===== src/rtl/core/lpht_pkg.sv =====
// Shared constants, payload types and controller states for the linear probe hash table.
package lpht_pkg;

  // Table geometry.
  localparam int SLOT_BITS = 10;
  localparam int REF_BITS  = 17;
  localparam int KEY_BITS  = 64;
  localparam int CNT_BITS  = SLOT_BITS + 1;
  localparam int SLOTS     = 1 << SLOT_BITS;

  // Valid bits are kept as rows of slots with one live flag per row in flops.
  localparam int ROW_BITS  = (SLOT_BITS > 10) ? 8 : SLOT_BITS - 2;
  localparam int COL_BITS  = SLOT_BITS - ROW_BITS;
  localparam int ROWS      = 1 << ROW_BITS;
  localparam int COLS      = 1 << COL_BITS;

  // Operation codes.
  localparam logic [1:0] MODE_FIND   = 2'd0;
  localparam logic [1:0] MODE_INSERT = 2'd1;
  localparam logic [1:0] MODE_CLEAR  = 2'd2;

  // Status codes.
  localparam logic [1:0] STAT_OK   = 2'd0;
  localparam logic [1:0] STAT_MISS = 2'd1;
  localparam logic [1:0] STAT_FULL = 2'd2;

  typedef struct packed {
    logic [1:0]          mode;
    logic [KEY_BITS-1:0] key;
    logic [REF_BITS-1:0] node_ref;
  } in_t;

  typedef struct packed {
    logic [1:0]           status;
    logic [REF_BITS-1:0]  found_ref;
    logic [SLOT_BITS-1:0] slot_index;
    logic [CNT_BITS-1:0]  occupancy;
  } out_t;

  // One stored slot.
  typedef struct packed {
    logic [KEY_BITS-1:0] key;
    logic [REF_BITS-1:0] node_ref;
  } slot_word_t;

  // Registered read result from the slot store.
  typedef struct packed {
    logic                valid;
    logic [KEY_BITS-1:0] key;
    logic [REF_BITS-1:0] node_ref;
  } slot_rd_t;

  // Write request into the slot store.
  typedef struct packed {
    logic                 en;
    logic [SLOT_BITS-1:0] addr;
    logic [KEY_BITS-1:0]  key;
    logic [REF_BITS-1:0]  node_ref;
  } slot_wr_t;

  typedef enum logic [1:0] {
    CTRL_IDLE,
    CTRL_PROBE,
    CTRL_RESP
  } ctrl_state_t;

endpackage


===== src/rtl/core/lpht_ctrl.sv =====
// Probe sequencer with the shared key comparator and slot address incrementer.
module lpht_ctrl
  import lpht_pkg::*;
(
  input  logic                 clk,
  input  logic                 rst,
  input  logic                 in_valid,
  output logic                 in_ready,
  input  in_t                  in_data,
  input  logic                 out_free,
  output logic                 res_load,
  output out_t                 res,
  output logic [SLOT_BITS-1:0] rd_addr,
  input  slot_rd_t             rd,
  output slot_wr_t             wr,
  output logic                 clear_all
);

  ctrl_state_t          state, state_next;
  logic [1:0]           op_mode, op_mode_next;
  logic [KEY_BITS-1:0]  op_key, op_key_next;
  logic [REF_BITS-1:0]  op_ref, op_ref_next;
  logic [SLOT_BITS-1:0] cur_pos, cur_pos_next;
  logic [SLOT_BITS-1:0] probes, probes_next;
  logic [CNT_BITS-1:0]  filled, filled_next;
  out_t                 res_next;
  logic                 key_match;
  logic                 last_probe;

  // Shared comparator and round detector.
  assign key_match  = (rd.key == op_key);
  assign last_probe = (probes == {SLOT_BITS{1'b1}});

  // Control registers.
  always_ff @(posedge clk) begin
    if (rst) begin
      state  <= CTRL_IDLE;
      filled <= '0;
    end else begin
      state  <= state_next;
      filled <= filled_next;
    end
  end

  // Operand and result registers.
  always_ff @(posedge clk) begin
    op_mode <= op_mode_next;
    op_key  <= op_key_next;
    op_ref  <= op_ref_next;
    cur_pos <= cur_pos_next;
    probes  <= probes_next;
    res     <= res_next;
  end

  // Next state, memory requests and result.
  always_comb begin
    state_next   = state;
    op_mode_next = op_mode;
    op_key_next  = op_key;
    op_ref_next  = op_ref;
    cur_pos_next = cur_pos;
    probes_next  = probes;
    filled_next  = filled;
    res_next     = res;
    in_ready     = 1'b0;
    res_load     = 1'b0;
    rd_addr      = cur_pos;
    clear_all    = 1'b0;
    wr.en        = 1'b0;
    wr.addr      = cur_pos;
    wr.key       = op_key;
    wr.node_ref  = op_ref;

    case (state)
      CTRL_IDLE: begin
        in_ready = 1'b1;
        if (in_valid) begin
          case (in_data.mode)
            MODE_FIND, MODE_INSERT: begin
              op_mode_next = in_data.mode;
              op_key_next  = in_data.key;
              op_ref_next  = in_data.node_ref;
              cur_pos_next = in_data.key[SLOT_BITS-1:0];
              rd_addr      = in_data.key[SLOT_BITS-1:0];
              probes_next  = '0;
              state_next   = CTRL_PROBE;
            end
            MODE_CLEAR: begin
              clear_all   = 1'b1;
              filled_next = '0;
              res_next    = '{status: STAT_OK, found_ref: '0, slot_index: '0,
                              occupancy: '0};
              state_next  = CTRL_RESP;
            end
            default: begin
              res_next   = '{status: STAT_OK, found_ref: '0, slot_index: '0,
                             occupancy: filled};
              state_next = CTRL_RESP;
            end
          endcase
        end
      end

      // One slot is examined per cycle; the next slot is read meanwhile.
      CTRL_PROBE: begin
        if (!rd.valid) begin
          if (op_mode == MODE_INSERT) begin
            wr.en       = 1'b1;
            filled_next = filled + 1'b1;
            res_next    = '{status: STAT_OK, found_ref: '0, slot_index: cur_pos,
                            occupancy: filled + 1'b1};
          end else begin
            res_next = '{status: STAT_MISS, found_ref: '0, slot_index: '0,
                         occupancy: filled};
          end
          state_next = CTRL_RESP;
        end else if (op_mode == MODE_FIND && key_match) begin
          res_next   = '{status: STAT_OK, found_ref: rd.node_ref, slot_index: cur_pos,
                         occupancy: filled};
          state_next = CTRL_RESP;
        end else if (last_probe) begin
          res_next   = '{status: STAT_FULL, found_ref: '0, slot_index: '0,
                         occupancy: filled};
          state_next = CTRL_RESP;
        end else begin
          cur_pos_next = cur_pos + 1'b1;
          rd_addr      = cur_pos + 1'b1;
          probes_next  = probes + 1'b1;
        end
      end

      // Hand the result over once the output register has room.
      CTRL_RESP: begin
        if (out_free) begin
          res_load   = 1'b1;
          state_next = CTRL_IDLE;
        end
      end

      default: begin
        state_next = CTRL_IDLE;
      end
    endcase
  end

endmodule


===== config.mk =====
export PLATFORM = sky130hd
export DESIGN_NAME = lpht_ctrl
export DESIGN_NICKNAME = d
export VERILOG_FILES = /design/src/rtl/core/lpht_pkg.sv /design/src/rtl/core/lpht_ctrl.sv
export SDC_FILE = /design/constraint.sdc
export NUM_CORES = 1
export LEC_CHECK = 0
export ABC_CLOCK_PERIOD_IN_PS = 8900
export CAP_MARGIN = 20
export CORE_AREA = 2 2 122 124
export DETAILED_ROUTE_END_ITERATION = 16
export DIE_AREA = 0 0 124 126
export DONT_BUFFER_PORTS = 1
export PLACE_DENSITY = 0.71
export SLEW_MARGIN = 20
export SYNTH_ARGS = -nofsm -noshare
export SYNTH_HDL_FRONTEND = slang
export SYNTH_SLANG_ARGS = --single-unit
export TNS_END_PERCENT = 1

===== constraint.sdc =====
create_clock -name clk -period 8.9 [get_ports clk]
set_clock_uncertainty 0.2 [all_clocks]
set_input_delay 2.67 -clock clk [delete_from_list [all_inputs] [get_ports clk]]
set_output_delay 2.67 -clock clk [all_outputs]
set_load 0.05 [all_outputs]

==> impl_metrics.json <==
{
  "grt_util_all_layers_pct": 23.5,
  "final.fill_count": 1207,
  "postCtsResizedCells": 0,
  "hold_slack_ps": 291,
  "dpl_worst_slack_ps": 1060,
  "cap_viol_max_count": 0,
  "power_per_cell_area_nw_per_um2": 261,
  "wl_per_cell_um": 26.1,
  "vias_per_cell": 5.97,
  "final-max-slew-violation-count": 0,
  "share_seq_of_total_power_pct": 53.9,
  "power_switching_share_pct": 32.6,
  "cellInternalPower_uw": 1330,
  "grt_pass1_vias": 4183,
  "n_antenna_cell": 0,
  "clk-insertion-delay-late_ps": 420,
  "critical_path_class": "input pin to output pin",
  "commonest_non_fill_non_tap_cells_in_the_layout": "sky130_fd_sc_hd__edfxtp_1, sky130_fd_sc_hd__xor2_1, sky130_fd_sc_hd__and2_1, sky130_fd_sc_hd__a21oi_1",
  "place_hpwl_um": 14300,
  "critPathMaxFanout": 8,
  "finalSetupTns_ps": 0,
  "die_w_um": 124,
  "synth.avg_cell_area_um2": 13.3,
  "synth_seq_cells": 156,
  "fin_total_pwr_uw": 1970,
  "detail_route.wirelength.met1_um": 7340,
  "dieHeight_um": 126,
  "synthCells": 502,
  "h-tree-depth": 4,
  "hold_viol": 0,
  "grt_antenna_before_repair": 0,
  "route.met2.wl_um": 9430,
  "combinationalPowerShare_pct": 10.4,
  "area_growth_syn_to_layout_pct": 13.3,
  "tritoncts.num_buffers": 17,
  "category_of_the_worst_setup_path_launch_point": "input pin",
  "clockBufferDepth": 2,
  "fin_ws_ps": 1110,
  "tritoncts_clock_tree": "done",
  "min_clock_period_post_route_ps": 7790,
  "dominantRegCellSynth": "sky130_fd_sc_hd__edfxtp_1",
  "syn_nets": 674,
  "cts_setup_buffers": 0,
  "final_min_period_over_clock_period_pct": 87.6,
  "synth.yosys.warnings": 0,
  "syn-cell-area_um2": 6670,
  "grt_max_degree": 82,
  "finalWeightedCongestion": 0.877,
  "clock-root-buffer": "sky130_fd_sc_hd__clkbuf_16",
  "yosys.area.top_type_share_pct": 59.9,
  "total_leakage_power_uw": 0.00261,
  "worst_ep_arrival_time_ps": 4920,
  "setup_failing_eps_final": 0,
  "core_area_um2": 14300,
  "end_kind": "output pin",
  "topRoutingLayerUsed": "met4",
  "tightestPinTransition_ps": 1030,
  "clock_sink_count": 156,
  "main_area_contributors_after_synthesis": "sky130_fd_sc_hd__edfxtp_1, sky130_fd_sc_hd__dfxtp_1, sky130_fd_sc_hd__xor2_1",
  "layout_commonest_cell": "sky130_fd_sc_hd__edfxtp_1",
  "drt_first_pass_iters": 5,
  "worstHoldPathType": "flip-flop to flip-flop",
  "number_of_enable_type_register_cells_in_the_synthesized_netlist": 133,
  "ys_types": 51,
  "worst-endpoint-required_ps": 6030,
  "fp-row-count": 44,
  "grt_first_pass_wirelength_um": 26200,
  "fmaxAchievable_mhz": 128,
  "globalRoute.totalOverflow": 0,
  "power_switching_uw": 643,
  "route.final.wire_length_um": 18700,
  "pwr-share-clk_pct": 35.7,
  "portBuffers": 0,
  "antenna_left": 0,
  "io_pins": 314,
  "detailroute.via_count": 4292,
  "synth_async_sr_flop_share_pct": 0,
  "synth_sequential_area_ratio_pct": 66.8,
  "rsz_0062_raised_after_global_routing": "false",
  "path_clk_slew_ps": 60,
  "drt_iter0_drc": 348,
  "die-area_um2": 15600,
  "route.met3.wl_um": 1680,
  "floorplan.initialDensity_pct": 46.6,
  "postCtsHoldBufs": 0,
  "peakVddDrop_mv": 0.144,
  "timing.max_slew.rel_slack_pct": 30.9,
  "num-nets-final": 694,
  "synth_area_leader_cell": "sky130_fd_sc_hd__edfxtp_1",
  "drive_gt1_share_pct": 11.4,
  "outcome": "completed",
  "drt_drc": 0
}
[logic make-up (layout without fill, tap and decap cells)]
kind of cell	after synthesis	after routing	synth area share (%)
adders and majority gates	3	3	0.563
and+or+nand+nor	167	167	14.1
AOI/OAI and AO/OA	87	87	8.52
xor gates and xnor gates	60	60	7.88
muxes	1	1	0.150
DFF	156	156	66.8
buffers and inverters	28	61	1.91
[Yosys cell counts (2+ instances only)]
cell type,instances
sky130_fd_sc_hd__a211oi_1,7
sky130_fd_sc_hd__a21o_1,2
sky130_fd_sc_hd__a21oi_1,27
sky130_fd_sc_hd__a22o_1,2
sky130_fd_sc_hd__a311oi_2,4
sky130_fd_sc_hd__a31oi_1,12
sky130_fd_sc_hd__and2_1,29
sky130_fd_sc_hd__and3_1,8
sky130_fd_sc_hd__buf_6,3
sky130_fd_sc_hd__clkbuf_1,8
sky130_fd_sc_hd__dfxtp_1,23
sky130_fd_sc_hd__edfxtp_1,133
sky130_fd_sc_hd__ha_1,3
sky130_fd_sc_hd__inv_1,15
sky130_fd_sc_hd__nand2_1,25
sky130_fd_sc_hd__nand2b_1,7
sky130_fd_sc_hd__nand3_1,10
sky130_fd_sc_hd__nand4_1,8
sky130_fd_sc_hd__nor2_1,26
sky130_fd_sc_hd__nor2b_1,7
sky130_fd_sc_hd__nor3_1,16
sky130_fd_sc_hd__nor4_1,12
sky130_fd_sc_hd__o2111ai_1,2
sky130_fd_sc_hd__o21ai_0,16
sky130_fd_sc_hd__o22ai_1,8
sky130_fd_sc_hd__or2_2,2
sky130_fd_sc_hd__or2b_1,2
sky130_fd_sc_hd__or3_1,4
sky130_fd_sc_hd__xnor2_1,21
sky130_fd_sc_hd__xor2_1,39
[critical path, cell delays in order]
cell and delay (ps):
sky130_fd_sc_hd__nor2b_4 100, sky130_fd_sc_hd__a2111o_1 360, sky130_fd_sc_hd__nor4_2 300, sky130_fd_sc_hd__nand4_2 270, sky130_fd_sc_hd__nor3_4 280, sky130_fd_sc_hd__or3_1 310, sky130_fd_sc_hd__nor3_1 90, sky130_fd_sc_hd__a311oi_2 270
sky130_fd_sc_hd__buf_4 250
[power groups by stage]
| stage | Sequential, uW | Combinational [uW] | Clock (uW) |
|---|---|---|---|
| floorplan | 1050 | 156 | 0 |
| detailed placement | 1080 | 204 | 0 |
| CTS | 1070 | 204 | 720 |
| global placement | 1080 | 200 | 0 |
| global route | 1070 | 223 | 754 |
| finish | 1060 | 205 | 705 |
[flip-flops by register name (all words and copies together), names as in the netlist]
| signal | count |
|---|---|
| op_key | 64 |
| op_mode | 2 |
| res | 40 |
| state | 2 |
| filled | 11 |
| op_ref | 17 |
| cur_pos | 10 |
| probes | 10 |
[cell type report]
class,count,area [um2],share of cell area [%]
flip-flops and latches,156,4450,59.0
multi-input cells,318,2120,28.1
clock buffers,19,433,5.73
well taps,184,230,3.05
clock inverters,13,143,1.89
repair buffers,13,110,1.46
inverters,16,63.8,0.845
[per-layer routing]
metal  track usage [%]  vias up
met4              7.73        0
met2              38.7      223
met5                 0        -
met3              7.70       21
met1              29.1     2128
li1                  -     1920
[path summary, 6_finish.rpt]
kind               from    endpoint  slack (ps)  cells past startpoint
min          filled[10]  filled[10]         290                      2
min reg2reg  filled[10]  filled[10]         290                      2
max              rd[58]  rd_addr[2]        1110                      9
max reg2reg  op_key[61]     res[36]        5120                      9
[stage by stage]
step | area [um2] | std cells | util (%)
2_1_floorplan | 6670 | 502 | -
3_3_place_gp | 6960 | 686 | 48.6
3_5_place_dp | 6960 | 686 | 48.6
4_1_cts | 7530 | 718 | 52.6
5_1_grt | 7550 | 719 | 52.8
6_report | 7550 | 719 | 52.8
No activity file was read; power rests on OpenSTA's default activity.
